`src/rtl/core/wmsc_pkg.sv`:
```
`default_nettype none

package wmsc_pkg;

    // Field and register widths
    localparam int TimeW  = 32;
    localparam int SpeedW = 10;
    localparam int LevelW = 12;
    localparam int DriveW = 11;
    localparam int PosW   = 32;
    localparam int CfgIdxW = 3;

    // Ramp divider: quotient never exceeds run_speed, so it has SpeedW bits
    localparam int QuotW = SpeedW;
    localparam int RemW  = SpeedW + TimeW;
    localparam int CntW  = $clog2(QuotW);

    // Operation codes
    localparam logic [1:0] OpTick  = 2'd0;
    localparam logic [1:0] OpStart = 2'd1;
    localparam logic [1:0] OpStop  = 2'd2;

    // Motion phases as reported on the result
    localparam logic [1:0] PhIdle = 2'd0;
    localparam logic [1:0] PhRamp = 2'd1;
    localparam logic [1:0] PhMove = 2'd2;
    localparam logic [1:0] PhDown = 2'd3;

    // Error codes
    localparam logic [1:0] ErrNone   = 2'd0;
    localparam logic [1:0] ErrMotor  = 2'd1;
    localparam logic [1:0] ErrSensor = 2'd2;

    // Configuration register indexes
    localparam logic [CfgIdxW-1:0] CfgRunSpeed  = 3'd0;
    localparam logic [CfgIdxW-1:0] CfgRampTime  = 3'd1;
    localparam logic [CfgIdxW-1:0] CfgRewind    = 3'd2;
    localparam logic [CfgIdxW-1:0] CfgMaxStep   = 3'd3;
    localparam logic [CfgIdxW-1:0] CfgSlowStep  = 3'd4;
    localparam logic [CfgIdxW-1:0] CfgCooldown  = 3'd5;
    localparam logic [CfgIdxW-1:0] CfgLowTh     = 3'd6;
    localparam logic [CfgIdxW-1:0] CfgHighTh    = 3'd7;

    // Rewind pulse magnitude
    localparam logic signed [DriveW-1:0] RewindDrive = 11'sd512;

    typedef struct packed {
        logic load;
        logic eval;
        logic mul;
        logic div_step;
        logic out_write;
    } t_cmd;

    typedef struct packed {
        logic div_needed;
        logic div_last;
        logic out_free;
    } t_sts;

endpackage

`default_nettype wire

```
`src/rtl/core/wmsc_ifs.sv`:
```
`default_nettype none

interface wmsc_in_if;
    logic                            valid;
    logic                            ready;
    logic [1:0]                      operation;
    logic [wmsc_pkg::TimeW-1:0]      timestamp;
    logic                            run_forward;
    logic                            sample_valid;
    logic                            sample_error;
    logic [wmsc_pkg::LevelW-1:0]     sample_level;
    logic                            driver_fault;

    modport source (
        output valid, operation, timestamp, run_forward, sample_valid,
               sample_error, sample_level, driver_fault,
        input  ready
    );
    modport sink (
        input  valid, operation, timestamp, run_forward, sample_valid,
               sample_error, sample_level, driver_fault,
        output ready
    );
endinterface

interface wmsc_out_if;
    logic                                valid;
    logic                                ready;
    logic signed [wmsc_pkg::DriveW-1:0]  drive_level;
    logic                                driver_on;
    logic                                sensor_on;
    logic                                position_valid;
    logic signed [wmsc_pkg::PosW-1:0]    wheel_position;
    logic [1:0]                          error_code;
    logic [1:0]                          phase;

    modport source (
        output valid, drive_level, driver_on, sensor_on, position_valid,
               wheel_position, error_code, phase,
        input  ready
    );
    modport sink (
        input  valid, drive_level, driver_on, sensor_on, position_valid,
               wheel_position, error_code, phase,
        output ready
    );
endinterface

interface wmsc_cfg_if;
    logic                              valid;
    logic                              ready;
    logic [wmsc_pkg::CfgIdxW-1:0]      index;
    logic [wmsc_pkg::TimeW-1:0]        data;

    modport source (output valid, index, data, input ready);
    modport sink   (input valid, index, data, output ready);
endinterface

`default_nettype wire

```
`src/rtl/core/wmsc_ctrl.sv`:
```
`default_nettype none

module wmsc_ctrl (
    input  wire logic          i_clk,
    input  wire logic          i_rst_n,
    input  wire logic          i_in_valid,
    output logic               o_in_ready,
    input  wire wmsc_pkg::t_sts i_sts,
    output wmsc_pkg::t_cmd     o_cmd
);

    typedef enum logic [4:0] {
        ST_IDLE = 5'b00001,
        ST_EVAL = 5'b00010,
        ST_MUL  = 5'b00100,
        ST_DIV  = 5'b01000,
        ST_DONE = 5'b10000
    } t_state;

    t_state r_state;
    t_state n_state;

    always_comb begin
        n_state    = r_state;
        o_cmd      = '0;
        o_in_ready = 1'b0;
        unique case (r_state)
            ST_IDLE: begin
                o_in_ready = 1'b1;
                if (i_in_valid) begin
                    o_cmd.load = 1'b1;
                    n_state    = ST_EVAL;
                end
            end
            ST_EVAL: begin
                o_cmd.eval = 1'b1;
                n_state    = i_sts.div_needed ? ST_MUL : ST_DONE;
            end
            ST_MUL: begin
                o_cmd.mul = 1'b1;
                n_state   = ST_DIV;
            end
            ST_DIV: begin
                o_cmd.div_step = 1'b1;
                if (i_sts.div_last) begin
                    n_state = ST_DONE;
                end
            end
            ST_DONE: begin
                if (i_sts.out_free) begin
                    o_cmd.out_write = 1'b1;
                    n_state         = ST_IDLE;
                end
            end
            default: begin
                n_state = ST_IDLE;
            end
        endcase
    end

    always_ff @(posedge i_clk) begin
        if (!i_rst_n) begin
            r_state <= ST_IDLE;
        end else begin
            r_state <= n_state;
        end
    end

`ifndef SYNTHESIS
    a_eval_next: assert property (@(posedge i_clk) disable iff (!i_rst_n)
        (r_state == ST_EVAL) |=> (r_state == ST_MUL || r_state == ST_DONE))
        else $error("eval not followed by multiply or result write");
`endif

endmodule

`default_nettype wire

```
`src/rtl/core/wmsc_dp.sv`:
```
`default_nettype none

module wmsc_dp (
    input  wire logic        i_clk,
    input  wire logic        i_rst_n,
    wmsc_in_if.sink          i_item,
    wmsc_out_if.source       o_result,
    wmsc_cfg_if.sink         i_cfg,
    input  wire wmsc_pkg::t_cmd i_cmd,
    output wmsc_pkg::t_sts   o_sts
);

    localparam int TimeW  = wmsc_pkg::TimeW;
    localparam int SpeedW = wmsc_pkg::SpeedW;
    localparam int LevelW = wmsc_pkg::LevelW;
    localparam int DriveW = wmsc_pkg::DriveW;
    localparam int PosW   = wmsc_pkg::PosW;
    localparam int QuotW  = wmsc_pkg::QuotW;
    localparam int RemW   = wmsc_pkg::RemW;
    localparam int CntW   = wmsc_pkg::CntW;

    // Configuration
    logic [SpeedW-1:0] r_run_speed;
    logic [TimeW-1:0]  r_ramp_time, r_rewind_time, r_max_step, r_slow_step, r_cooldown;
    logic [LevelW-1:0] r_low_th, r_high_th;

    // Captured request
    logic [1:0]        r_op;
    logic [TimeW-1:0]  r_t;
    logic              r_fwd, r_sv, r_se, r_fault;
    logic [LevelW-1:0] r_lvl;

    // Controller state
    logic [1:0]               r_phase, n_phase;
    logic                     r_dir_neg, n_dir_neg;
    logic [PosW-1:0]          r_pos, n_pos;
    logic [TimeW-1:0]         r_ps_time, n_ps_time;
    logic [TimeW-1:0]         r_ls_time, n_ls_time;
    logic                     r_ls_valid, n_ls_valid;
    logic                     r_mark, n_mark;
    logic signed [DriveW-1:0] r_drive, n_drive;
    logic                     r_drv_en, n_drv_en;
    logic                     r_sen_en, n_sen_en;

    // Per-request results and ramp divider
    logic             r_new_pos, n_new_pos;
    logic [1:0]       r_err, n_err;
    logic [TimeW-1:0] r_ramp_d;
    logic [RemW-1:0]  r_rem, n_rem;
    logic [RemW-1:0]  r_dsh, n_dsh;
    logic [QuotW-1:0] r_q, n_q;
    logic [CntW-1:0]  r_cnt, n_cnt;

    // Output register
    logic r_out_valid;

    // Evaluation terms
    logic             w_sample_ok, w_step;
    logic [TimeW-1:0] w_ls_eff, w_el_ps, w_el_ls;
    logic             w_ls_valid_eff, w_stalled;
    logic [RemW:0]    w_trial;
    logic             w_qbit;
    logic signed [DriveW-1:0] w_rs_drive, w_q_drive;

    assign w_sample_ok    = (r_op == wmsc_pkg::OpTick) && r_sv && !r_se;
    assign w_step         = w_sample_ok && !r_mark && (r_lvl > r_high_th);
    assign w_ls_eff       = w_step ? r_t : r_ls_time;
    assign w_ls_valid_eff = w_step || r_ls_valid;
    assign w_el_ps        = r_t - r_ps_time;
    assign w_el_ls        = r_t - w_ls_eff;
    assign w_stalled      = r_fault || (w_ls_valid_eff && (w_el_ls >= r_max_step));

    assign w_trial    = {1'b0, r_rem} - {1'b0, r_dsh};
    assign w_qbit     = !w_trial[RemW];
    assign n_q        = {r_q[QuotW-2:0], w_qbit};
    assign w_rs_drive = $signed({1'b0, r_run_speed});
    assign w_q_drive  = $signed({1'b0, n_q});

    assign o_sts.div_needed = (r_op == wmsc_pkg::OpTick) && (r_phase == wmsc_pkg::PhRamp)
                              && !w_stalled && (w_el_ps < r_ramp_time);
    assign o_sts.div_last   = (r_cnt == '0);
    assign o_sts.out_free   = !r_out_valid || o_result.ready;

    assign i_cfg.ready = 1'b1;

    always_comb begin
        n_phase    = r_phase;
        n_dir_neg  = r_dir_neg;
        n_pos      = r_pos;
        n_ps_time  = r_ps_time;
        n_ls_time  = r_ls_time;
        n_ls_valid = r_ls_valid;
        n_mark     = r_mark;
        n_drive    = r_drive;
        n_drv_en   = r_drv_en;
        n_sen_en   = r_sen_en;
        n_new_pos  = r_new_pos;
        n_err      = r_err;
        n_rem      = r_rem;
        n_dsh      = r_dsh;
        n_cnt      = r_cnt;

        if (i_cmd.eval) begin
            n_new_pos = w_step;
            n_err     = wmsc_pkg::ErrNone;
            // hysteresis on the IR mark
            if (w_sample_ok) begin
                if (r_mark && (r_lvl < r_low_th)) begin
                    n_mark = 1'b0;
                end else if (w_step) begin
                    n_mark     = 1'b1;
                    n_pos      = r_dir_neg ? r_pos - 1'b1 : r_pos + 1'b1;
                    n_ls_time  = r_t;
                    n_ls_valid = 1'b1;
                end
            end
            unique case (r_op)
                wmsc_pkg::OpStart: begin
                    if (r_phase == wmsc_pkg::PhIdle) begin
                        n_dir_neg  = !r_fwd;
                        n_phase    = wmsc_pkg::PhRamp;
                        n_ps_time  = r_t;
                        n_ls_time  = r_t;
                        n_ls_valid = 1'b1;
                        n_drv_en   = 1'b1;
                        n_sen_en   = 1'b1;
                        n_drive    = '0;
                    end
                end
                wmsc_pkg::OpStop: begin
                    if (r_phase == wmsc_pkg::PhRamp) begin
                        n_phase    = wmsc_pkg::PhIdle;
                        n_drv_en   = 1'b0;
                        n_ps_time  = r_t;
                        n_ls_valid = 1'b0;
                    end else if (r_phase == wmsc_pkg::PhMove) begin
                        n_phase    = wmsc_pkg::PhDown;
                        n_ps_time  = r_t;
                        n_ls_valid = 1'b0;
                        n_drv_en   = 1'b1;
                        n_sen_en   = 1'b1;
                        n_drive    = r_dir_neg ? wmsc_pkg::RewindDrive
                                               : -wmsc_pkg::RewindDrive;
                    end
                end
                wmsc_pkg::OpTick: begin
                    unique case (r_phase)
                        wmsc_pkg::PhIdle: begin
                            if (w_el_ps >= r_cooldown) begin
                                n_sen_en = 1'b0;
                            end
                        end
                        wmsc_pkg::PhRamp: begin
                            if (w_stalled) begin
                                n_err      = wmsc_pkg::ErrMotor;
                                n_phase    = wmsc_pkg::PhIdle;
                                n_drv_en   = 1'b0;
                                n_ps_time  = r_t;
                                n_ls_valid = 1'b0;
                            end else if (w_el_ps >= r_ramp_time) begin
                                n_ps_time = r_t;
                                n_phase   = wmsc_pkg::PhMove;
                                n_drv_en  = 1'b1;
                                n_sen_en  = 1'b1;
                                n_drive   = r_dir_neg ? -w_rs_drive : w_rs_drive;
                            end
                        end
                        wmsc_pkg::PhMove: begin
                            if (w_stalled) begin
                                n_err      = wmsc_pkg::ErrMotor;
                                n_phase    = wmsc_pkg::PhIdle;
                                n_drv_en   = 1'b0;
                                n_ps_time  = r_t;
                                n_ls_valid = 1'b0;
                            end else if (w_ls_valid_eff && (w_el_ls >= r_slow_step)) begin
                                n_err = wmsc_pkg::ErrSensor;
                            end
                        end
                        wmsc_pkg::PhDown: begin
                            if (w_el_ps >= r_rewind_time) begin
                                n_phase    = wmsc_pkg::PhIdle;
                                n_drv_en   = 1'b0;
                                n_ps_time  = r_t;
                                n_ls_valid = 1'b0;
                            end
                        end
                        default: begin
                            n_phase = r_phase;
                        end
                    endcase
                end
                default: begin
                    n_phase = r_phase;
                end
            endcase
        end

        if (i_cmd.mul) begin
            n_rem = RemW'(r_run_speed) * RemW'(r_ramp_d);
            n_dsh = RemW'(r_ramp_time) << (QuotW - 1);
            n_cnt = CntW'(QuotW - 1);
        end

        // restoring divide, one quotient bit per cycle
        if (i_cmd.div_step) begin
            n_rem = w_qbit ? w_trial[RemW-1:0] : r_rem;
            n_dsh = r_dsh >> 1;
            n_cnt = r_cnt - 1'b1;
            if (r_cnt == '0) begin
                n_drive = r_dir_neg ? -w_q_drive : w_q_drive;
            end
        end
    end

    always_ff @(posedge i_clk) begin
        if (!i_rst_n) begin
            r_run_speed   <= SpeedW'(512);
            r_ramp_time   <= TimeW'(100000);
            r_rewind_time <= TimeW'(50000);
            r_max_step    <= TimeW'(1000000);
            r_slow_step   <= TimeW'(500000);
            r_cooldown    <= TimeW'(1000000);
            r_low_th      <= LevelW'(1000);
            r_high_th     <= LevelW'(3000);
        end else if (i_cfg.valid) begin
            unique case (i_cfg.index)
                wmsc_pkg::CfgRunSpeed: r_run_speed   <= i_cfg.data[SpeedW-1:0];
                wmsc_pkg::CfgRampTime: r_ramp_time   <= i_cfg.data;
                wmsc_pkg::CfgRewind:   r_rewind_time <= i_cfg.data;
                wmsc_pkg::CfgMaxStep:  r_max_step    <= i_cfg.data;
                wmsc_pkg::CfgSlowStep: r_slow_step   <= i_cfg.data;
                wmsc_pkg::CfgCooldown: r_cooldown    <= i_cfg.data;
                wmsc_pkg::CfgLowTh:    r_low_th      <= i_cfg.data[LevelW-1:0];
                wmsc_pkg::CfgHighTh:   r_high_th     <= i_cfg.data[LevelW-1:0];
                default:               r_low_th      <= r_low_th;
            endcase
        end
    end

    always_ff @(posedge i_clk) begin
        if (!i_rst_n) begin
            r_phase    <= wmsc_pkg::PhIdle;
            r_dir_neg  <= 1'b0;
            r_pos      <= '0;
            r_ps_time  <= '0;
            r_ls_time  <= '0;
            r_ls_valid <= 1'b0;
            r_mark     <= 1'b0;
            r_drive    <= '0;
            r_drv_en   <= 1'b0;
            r_sen_en   <= 1'b0;
        end else begin
            r_phase    <= n_phase;
            r_dir_neg  <= n_dir_neg;
            r_pos      <= n_pos;
            r_ps_time  <= n_ps_time;
            r_ls_time  <= n_ls_time;
            r_ls_valid <= n_ls_valid;
            r_mark     <= n_mark;
            r_drive    <= n_drive;
            r_drv_en   <= n_drv_en;
            r_sen_en   <= n_sen_en;
        end
    end

    always_ff @(posedge i_clk) begin
        if (i_cmd.load) begin
            r_op    <= i_item.operation;
            r_t     <= i_item.timestamp;
            r_fwd   <= i_item.run_forward;
            r_sv    <= i_item.sample_valid;
            r_se    <= i_item.sample_error;
            r_lvl   <= i_item.sample_level;
            r_fault <= i_item.driver_fault;
        end
        if (i_cmd.eval) begin
            r_ramp_d <= w_el_ps;
        end
        r_new_pos <= n_new_pos;
        r_err     <= n_err;
        r_rem     <= n_rem;
        r_dsh     <= n_dsh;
        r_cnt     <= n_cnt;
        if (i_cmd.div_step) begin
            r_q <= n_q;
        end else if (i_cmd.mul) begin
            r_q <= '0;
        end
    end

    // Output register
    always_ff @(posedge i_clk) begin
        if (!i_rst_n) begin
            r_out_valid <= 1'b0;
        end else if (i_cmd.out_write) begin
            r_out_valid <= 1'b1;
        end else if (o_result.ready) begin
            r_out_valid <= 1'b0;
        end
    end

    always_ff @(posedge i_clk) begin
        if (i_cmd.out_write) begin
            o_result.drive_level    <= r_drive;
            o_result.driver_on      <= r_drv_en;
            o_result.sensor_on      <= r_sen_en;
            o_result.position_valid <= r_new_pos && (r_err == wmsc_pkg::ErrNone);
            o_result.wheel_position <= $signed(r_pos);
            o_result.error_code     <= r_err;
            o_result.phase          <= r_phase;
        end
    end

    assign o_result.valid = r_out_valid;

`ifndef SYNTHESIS
    a_no_overwrite: assert property (@(posedge i_clk) disable iff (!i_rst_n)
        i_cmd.out_write |-> (!r_out_valid || o_result.ready))
        else $error("result register overwritten before it was taken");
    a_idle_drv_off: assert property (@(posedge i_clk) disable iff (!i_rst_n)
        (r_phase == wmsc_pkg::PhIdle) |-> !r_drv_en)
        else $error("driver enabled while idle");
    a_quot_bound: assert property (@(posedge i_clk) disable iff (!i_rst_n)
        (i_cmd.div_step && o_sts.div_last) |=> (r_q <= r_run_speed))
        else $error("ramp value above run speed");
    a_drive_range: assert property (@(posedge i_clk) disable iff (!i_rst_n)
        !(r_drive[DriveW-1] && (r_drive[DriveW-2:0] == '0)))
        else $error("drive level out of range");
`endif

endmodule

`default_nettype wire

```
`src/rtl/core/wheel_motor_step_controller.sv`:
```
`default_nettype none

// Dispenser wheel motor step controller. Takes one request at a time (tick,
// start or stop, with a microsecond timestamp) and returns one result per
// request: held drive level, driver and sensor enables, step position and
// error code, and the motion phase. A request passes through accept, evaluate
// and result write; a tick in the ramp-up phase that does not end the ramp
// also passes through a multiply and a divide step, since the linear ramp
// value run_speed * elapsed / ramp_up_time comes from a restoring divider
// that resolves one of its 10 quotient bits per cycle. The result sits in
// an output register, so the next request is accepted while an earlier result
// waits; a result that is not taken holds the following one in its last cycle.
// Configuration writes are always accepted and must only be issued while no
// request is in flight. Time differences wrap modulo 2^32.

module wheel_motor_step_controller (
    input  wire logic    i_clk,
    input  wire logic    i_rst_n,
    wmsc_in_if.sink      i_item,
    wmsc_out_if.source   o_result,
    wmsc_cfg_if.sink     i_cfg
);

    // Command and status between sequencer and datapath
    wmsc_pkg::t_cmd w_cmd;
    wmsc_pkg::t_sts w_sts;
    logic           w_in_ready;

    // Request handshake is owned by the sequencer: ready only between requests
    assign i_item.ready = w_in_ready;

    // Sequencer: accept, evaluate, optional multiply and divide, write result
    wmsc_ctrl u_ctrl (
        .i_clk      (i_clk),
        .i_rst_n    (i_rst_n),
        .i_in_valid (i_item.valid),
        .o_in_ready (w_in_ready),
        .i_sts      (w_sts),
        .o_cmd      (w_cmd)
    );

    // Datapath: config registers, phase state, step tracking, ramp divider,
    // output register
    wmsc_dp u_dp (
        .i_clk    (i_clk),
        .i_rst_n  (i_rst_n),
        .i_item   (i_item),
        .o_result (o_result),
        .i_cfg    (i_cfg),
        .i_cmd    (w_cmd),
        .o_sts    (w_sts)
    );

endmodule

`default_nettype wire
```
`src/flat_wrapper.sv`:
```
// flat-port wrapper written by rule: the top's interface ports become plain ports
module wheel_motor_step_controller_flat 
  (i_clk, i_rst_n, i_item_valid, i_item_operation, i_item_timestamp, i_item_run_forward, i_item_sample_valid, i_item_sample_error, i_item_sample_level, i_item_driver_fault, i_item_ready, o_result_valid, o_result_drive_level, o_result_driver_on, o_result_sensor_on, o_result_position_valid, o_result_wheel_position, o_result_error_code, o_result_phase, o_result_ready, i_cfg_valid, i_cfg_index, i_cfg_data, i_cfg_ready);
  wmsc_in_if i_item_i ();
  wmsc_out_if o_result_i ();
  wmsc_cfg_if i_cfg_i ();
  input  wire logic i_clk;
  input  wire logic i_rst_n;
  input wire logic [$bits(i_item_i.valid)-1:0] i_item_valid;
  input wire logic [$bits(i_item_i.operation)-1:0] i_item_operation;
  input wire logic [$bits(i_item_i.timestamp)-1:0] i_item_timestamp;
  input wire logic [$bits(i_item_i.run_forward)-1:0] i_item_run_forward;
  input wire logic [$bits(i_item_i.sample_valid)-1:0] i_item_sample_valid;
  input wire logic [$bits(i_item_i.sample_error)-1:0] i_item_sample_error;
  input wire logic [$bits(i_item_i.sample_level)-1:0] i_item_sample_level;
  input wire logic [$bits(i_item_i.driver_fault)-1:0] i_item_driver_fault;
  output wire logic [$bits(i_item_i.ready)-1:0] i_item_ready;
  output wire logic [$bits(o_result_i.valid)-1:0] o_result_valid;
  output wire logic [$bits(o_result_i.drive_level)-1:0] o_result_drive_level;
  output wire logic [$bits(o_result_i.driver_on)-1:0] o_result_driver_on;
  output wire logic [$bits(o_result_i.sensor_on)-1:0] o_result_sensor_on;
  output wire logic [$bits(o_result_i.position_valid)-1:0] o_result_position_valid;
  output wire logic [$bits(o_result_i.wheel_position)-1:0] o_result_wheel_position;
  output wire logic [$bits(o_result_i.error_code)-1:0] o_result_error_code;
  output wire logic [$bits(o_result_i.phase)-1:0] o_result_phase;
  input wire logic [$bits(o_result_i.ready)-1:0] o_result_ready;
  input wire logic [$bits(i_cfg_i.valid)-1:0] i_cfg_valid;
  input wire logic [$bits(i_cfg_i.index)-1:0] i_cfg_index;
  input wire logic [$bits(i_cfg_i.data)-1:0] i_cfg_data;
  output wire logic [$bits(i_cfg_i.ready)-1:0] i_cfg_ready;
  assign i_item_i.valid = i_item_valid;
  assign i_item_i.operation = i_item_operation;
  assign i_item_i.timestamp = i_item_timestamp;
  assign i_item_i.run_forward = i_item_run_forward;
  assign i_item_i.sample_valid = i_item_sample_valid;
  assign i_item_i.sample_error = i_item_sample_error;
  assign i_item_i.sample_level = i_item_sample_level;
  assign i_item_i.driver_fault = i_item_driver_fault;
  assign i_item_ready = i_item_i.ready;
  assign o_result_valid = o_result_i.valid;
  assign o_result_drive_level = o_result_i.drive_level;
  assign o_result_driver_on = o_result_i.driver_on;
  assign o_result_sensor_on = o_result_i.sensor_on;
  assign o_result_position_valid = o_result_i.position_valid;
  assign o_result_wheel_position = o_result_i.wheel_position;
  assign o_result_error_code = o_result_i.error_code;
  assign o_result_phase = o_result_i.phase;
  assign o_result_i.ready = o_result_ready;
  assign i_cfg_i.valid = i_cfg_valid;
  assign i_cfg_i.index = i_cfg_index;
  assign i_cfg_i.data = i_cfg_data;
  assign i_cfg_ready = i_cfg_i.ready;
  wheel_motor_step_controller u_core (.i_clk(i_clk), .i_rst_n(i_rst_n), .i_item(i_item_i), .o_result(o_result_i), .i_cfg(i_cfg_i));
endmodule
```
`config.mk`:
```
export PLATFORM = sky130hd
export DESIGN_NAME = wheel_motor_step_controller_flat
export DESIGN_NICKNAME = d
export VERILOG_FILES = /design/src/rtl/core/wmsc_pkg.sv /design/src/rtl/core/wmsc_ifs.sv /design/src/rtl/core/wmsc_ctrl.sv /design/src/rtl/core/wmsc_dp.sv /design/src/rtl/core/wheel_motor_step_controller.sv /design/src/flat_wrapper.sv
export SDC_FILE = /design/constraint.sdc
export NUM_CORES = 2
export LEC_CHECK = 0
export BUFFER_PORTS_ARGS = -buffer_cell sky130_fd_sc_hd__buf_2
export CORE_MARGIN = 4
export CORE_UTILIZATION = 45
export CTS_BUF_LIST = sky130_fd_sc_hd__clkbuf_4 sky130_fd_sc_hd__clkbuf_8
export CTS_CLUSTER_DIAMETER = 80
export CTS_CLUSTER_SIZE = 24
export DETAILED_ROUTE_END_ITERATION = 6
export GPL_TIMING_DRIVEN = 0
export PLACE_DENSITY_LB_ADDON = 0.15
export SLEW_MARGIN = 10
export SYNTH_ARGS = -nofsm -noshare
export SYNTH_HDL_FRONTEND = slang
export SYNTH_SLANG_ARGS = --single-unit
```
`constraint.sdc`:
```
create_clock -name i_clk -period 7.1 [get_ports i_clk]
set_input_delay 1.42 -clock i_clk [delete_from_list [all_inputs] [get_ports i_clk]]
set_output_delay 1.42 -clock i_clk [all_outputs]
set_load 0.1 [all_outputs]
```
[Yosys cells after proc, flatten, opt, wreduce, memory -nomap -nowiden]
Index checks and enable logic that the tools add are counted.
Word-level totals
  memories kept: 0
  logic and storage cells: 229
  register bits: 545
  ROM bits: 0
  memory bits (writable): 0
  latch bits: 0
Cells by class
  mux-type cells: 91
  add/subtract/negate cells: 8
  divide/modulo/power cells: 0
  multiply operators: 1
  eq/ne operators: 33
  bitwise logic cells: 1
  shift-type cells: 0
  $lt $le $gt $ge: 8
  reductions and logical operators: 45
Operator list (number)
  $mux 32: 13
  $pmux 32 s3: 2
  $ge 32x32->1: 5
  $mux 11: 12
  $mux 42: 3
  $sub 32x32->32: 2
  $sub 42x41->43: 1
  $mul 10x32->42: 1
  $mux 41: 1
  $mux 40: 1
  $pmux 11 s3: 1
  $add 32x1->32 const B: 1
  $lt 32x32->1: 1
  $sub 32x1->32 const B: 1
  $mux 1: 31
  $pmux 5 s5: 1
  $neg 10->11: 2
  $mux 5: 4
  $mux 2: 9
  $mux 9: 2
  $reduce_and 2->1: 9
  $ne 2x2->1 const B: 7
  $eq 3x3->1 const B: 4
  $gt 12x12->1: 1
  35 further kinds: 72

[Logic depth before layout (Yosys ltp)]
  word-level depth: 16
  depth in mapped cells: 36

[Worst setup path after synthesis]
OpenSTA, ideal clock, no wires.
  kind: register to register
  from: register u_core.u_dp.r_lvl[1]
  to: register u_core.u_dp.r_phase[0]
  cell stages (with the launch flop): 34
  path slack: -0.235 ns
  arrival: 7.249 ns
  data required time: 7.014 ns
  setup time: 0.086 ns
  cells stage by stage: edfxtp_1 ha_1 nor2b_1 o211ai_1 a2111oi_0 o31a_1 clkbuf_1 clkbuf_1 mux2i_1 ha_1 nand2b_1 a21oi_1 o31ai_1 a21oi_1 o2bb2ai_1 a211o_1 a211o_1 a21o_1 and3_1 o41ai_2 xnor2_1 ha_1 nand4_1 nor3_1 nand2_1 o211a_1 o211a_1 o31ai_1 o21ai_1 and3_1 nor4_2 buf_2 nor2_1 a211oi_1
Between the ends
  word-level cells in the longest chain between the ends: 10
  elaborated cells between the ends (all ways): 14
  classes of those cells: 1 x add/sub; 2 x order compare; 2 x eq/ne; 4 x mux; 5 x reduce/logical
Ends and longest elaborated chain
  from (decl): RTL line wmsc_dp.sv:31  | logic [LevelW-1:0] r_lvl;
  from (signal assigned): RTL line wmsc_dp.sv:273  | r_lvl <= i_item.sample_level;
  $gt 12x12->1 *: RTL line wmsc_dp.sv:66  | assign w_step = w_sample_ok && !r_mark && (r_lvl > r_high_th);
  $logic_and 1x1->1 *: RTL line wmsc_dp.sv:66
  $mux 32: RTL line wmsc_dp.sv:67  | assign w_ls_eff = w_step ? r_t : r_ls_time;
  $sub 32x32->32: RTL line wmsc_dp.sv:70  | assign w_el_ls = r_t - w_ls_eff;
  $ge 32x32->1: RTL line wmsc_dp.sv:71  | assign w_stalled = r_fault || (w_ls_valid_eff && (w_el_ls >= r_max_step));
  $logic_and 1x1->1 *: RTL line wmsc_dp.sv:71
  $logic_or 1x1->1 *: RTL line wmsc_dp.sv:71
  $mux 2: RTL line wmsc_dp.sv:154  | if (w_stalled) begin
  $pmux 2 s3: RTL line wmsc_dp.sv:147  | unique case (r_phase)
  $pmux 2 s3: RTL line wmsc_dp.sv:117  | unique case (r_op)
  to (signal assigned): RTL line wmsc_dp.sv:242  | r_phase <= wmsc_pkg::PhIdle;
  to (signal assigned): RTL line wmsc_dp.sv:253  | r_phase <= n_phase;
  to (decl): RTL line wmsc_dp.sv:34  | logic [1:0] r_phase, n_phase;
Every way passes the cells marked *; elsewhere a longest branch is shown, timed or not.
A chain may end at the register's enable or synchronous reset.

[Final worst setup path]
  from: register u_core.u_dp.r_lvl[1]
  to: register u_core.u_dp.r_ps_time[2]
Between the ends
  word-level cells in the longest chain between the ends: 10
  elaborated cells between the ends (all ways): 14
  classes of those cells: 1 x add/sub; 2 x order compare; 2 x eq/ne; 4 x mux; 5 x reduce/logical
Ends and longest elaborated chain
  $gt 12x12->1 *: RTL line wmsc_dp.sv:66
  $logic_and 1x1->1 *: RTL line wmsc_dp.sv:66
  $mux 32: RTL line wmsc_dp.sv:67
  $sub 32x32->32: RTL line wmsc_dp.sv:70
  $ge 32x32->1: RTL line wmsc_dp.sv:71
  $logic_and 1x1->1 *: RTL line wmsc_dp.sv:71
  $logic_or 1x1->1 *: RTL line wmsc_dp.sv:71
  $mux 32: RTL line wmsc_dp.sv:154
  $pmux 32 s3: RTL line wmsc_dp.sv:147
  $pmux 32 s3: RTL line wmsc_dp.sv:117
  to (signal assigned): RTL line wmsc_dp.sv:256  | r_ps_time <= n_ps_time;
  to (decl): RTL line wmsc_dp.sv:37  | logic [TimeW-1:0] r_ps_time, n_ps_time;
Marked as above.

==> results.yml <==
status:
  status: "finished, violations left"
  violations: "setup timing"
clocking:
  clk_latency_ns: 0.69
  numCtsBuffers: 35
  h-tree-depth: 2
  path_clk_slew_ns: 0.13
  clockBufferDepth: 3
  cts_tree: "done"
  numClockSinks: 545
  cts-root-buf: "clkbuf_8"
sta:
  drv_slew: 0
  worstMarginPinSlew_ns: 1.28
  fmax_mhz: 133
  rsz0062_at_grt: "true"
  hold_viol: 0
  fin_crit_ns: 7.52
  finalSetupTns_ns: -16.10
  setup_viol: 48
  maxSlewHeadroom_pct: 13.9
  fin_hold_ws_ns: 0.439
  finalCritPeriodShare_pct: 106
  layout_setup_ws_ns: -0.416
  fin_skew_ns: 0.0406
worst_setup_path:
  cp.required_ns: 7.64
  critPathMaxFanout: 8
  critPathCaptureType: "flop"
  crit_type: "flop to flop"
  cp_slowest_cell: "edfxtp_1"
  crit_arrival_ns: 8.06
  critical-path-max-stage-delay_ns: 0.44
  start_kind: "flop"
  crit_buf_inv: 5
  crit_family: "compound AO/OA/AOI/OAI gates"
drt:
  ant_nets: 0
  wirelength_um: 118000
  wl_per_cell_um: 19.5
  vias: 33000
  first_iter_violations: 2004
  drcViolationCount: 0
  viasPerCell: 5.47
  drt-pass1-iter-count: 5
flow_run:
  drv_cap: 0
layout:
  area_growth_pct: 9.68
  top_register: "u_core.u_dp.r_rem"
  nets: 5558
  finish.utilization_pct: 49.9
  fillers: 8697
  top_regs: "u_core.u_dp.r_rem (42), u_core.u_dp.r_dsh (41)"
  drive_above_1_share_pct: 7.52
  largest_register_ffs: 42
place:
  dp_slack_ns: -3.12
  io_buffers: 128
  dpl.hpwl_um: 92500
  gp_congestion: 0.919
floorplan:
  start_util_pct: 45.5
  rows: 110
  top_level_ports: 143
  core_um2: 90100
  die_w_um: 310
  dieArea_um2: 95900
  die_y_um: 310
synthesis:
  synth_cell_type_count: 86
  synth_most_common_cell: "nand2_1"
  synthCells: 4627
  yosysWarnings: 0
  synth_area_um2: 41000
  synth.net_count: 5359
  ys_ff_latch: 545
  ys.flop_type: "dfxtp_1"
  avgSynthCellArea_um2: 8.86
  synth_top_cell_by_area: "edfxtp_1"
  synth_top_area_share_pct: 16.9
  yosys-top-cells-area: "edfxtp_1, dfxtp_1, ha_1"
  synth_commonest_cells: "nand2_1, inv_1, a21oi_1"
  ys_seq_area_share_pct: 32.3
  synth-async-reset-ratio_pct: 0
  synth_edf_count: 231
global_routing:
  grt_pass1_vias: 32200
  grt_pass1_wl_um: 184000
  grt_max_degree: 52
  antenna_found_initial: 5
  overflow: 0
  track_usage_pct: 24.5
worst_hold_path:
  hp-class: "flop to flop"
power_and_ir_drop:
  power_density_nw_per_um2: 148
  power_w: 0.00664
  p_leak_nw: 19.0
  peakVddDrop_v: 0.000192
==> worst paths after layout <==
kind                                        from  slack [ns]                                    end  cells past startpoint
setup / recovery  u_core.u_dp.r_lvl[1]$_DFFE_PP_       -0.42  u_core.u_dp.r_ps_time[2]$_SDFFE_PN0P_                     34
setup reg to reg  u_core.u_dp.r_lvl[1]$_DFFE_PP_       -0.42  u_core.u_dp.r_ps_time[2]$_SDFFE_PN0P_                     34
hold reg to reg      u_core.u_dp.r_fwd$_DFFE_PP_        0.44     u_core.u_dp.r_dir_neg$_SDFFE_PN0P_                      1
hold / removal       u_core.u_dp.r_fwd$_DFFE_PP_        0.44     u_core.u_dp.r_dir_neg$_SDFFE_PN0P_                      1
==> per-stage QoR <==
stage / instance area [um^2] / std cells
after floorplan: 41000 / 4627
after global placement: 43100 / 5931
after detailed placement: 43300 / 5937
after CTS: 44700 / 6022
after global routing: 44900 / 6029
final: 44900 / 6030
==> routing by layer <==
layer | global-route usage (%) | vias up | wire, um
met4 | 7.54 | 2 | 3850
met5 | 0 | - | 20
li1 | - | 16200 | -
met2 | 41.3 | 675 | 55600
met1 | 33.5 | 16000 | 53600
met3 | 2.20 | 142 | 4570
==> cell type report <==
class                      count  area (um^2)  share of cell area, %
antenna                        2         5.00                 0.0111
buffer                       215         1000                   2.23
clock buffer                  42          553                   1.23
clock inverter                21          256                  0.571
inverter                     460         1730                   3.84
multi-input combinational   3396        25600                   56.9
sequential                   545        13200                   29.5
tap                         1176         1470                   3.27
timing repair buffer         173         1140                   2.53
==> power breakdown <==
group / switching, W / leakage, nW / internal [W] / total (W)
Combinational: 0.000874 / 13.9 / 0.000565 / 0.00144
Clock: 0.00117 / 0.396 / 0.000648 / 0.00181
Sequential: 0.0000545 / 4.71 / 0.00333 / 0.00338
==> repair_timing <==
| item | in CTS | in global routing |
|---|---|---|
| setup buffers | 29 | 11 |
| resized for setup | 111 | 49 |
| endpoints found under the setup margin | 74 | 61 |
| hold buffers | 0 | 0 |
| pin swaps | 50 | 38 |
==> cell usage in the layout (no fill, tap or decap), drive strengths merged, types with 11 or more instances in the layout <==
| master | count |
|---|---|
| o21a | 39 |
| a21oi | 423 |
| fa | 242 |
| o211ai | 62 |
| o31ai | 48 |
| nor2b | 52 |
| clkbuf | 220 |
| buf | 210 |
| inv | 469 |
| a31oi | 24 |
| o21ai | 184 |
| and3 | 31 |
| dfxtp | 314 |
| nand4 | 54 |
| nand2 | 794 |
| xor2 | 60 |
| o21bai | 21 |
| mux2i | 38 |
| nor4 | 16 |
| nor3 | 39 |
| ha | 400 |
| nand3 | 79 |
| or3 | 11 |
| a221oi | 11 |
| and2 | 139 |
| a21o | 142 |
| nor2 | 172 |
| a211oi | 33 |
| xnor2 | 98 |
| nand2b | 51 |
| edfxtp | 231 |
==> logic make-up after synthesis <==
group,after synthesis,share of synthesized area (%)
muxes,40,0.983
buffers and inverters,686,6.38
adders and majority gates,642,24.0
DFF,545,32.3
AOI/OAI and AO/OA,1077,16.5
other,1,0.00915
and+or+nand+nor,1478,16.5
xor gates and xnor gates,158,3.38
Power figures use the tool's default switching activity.
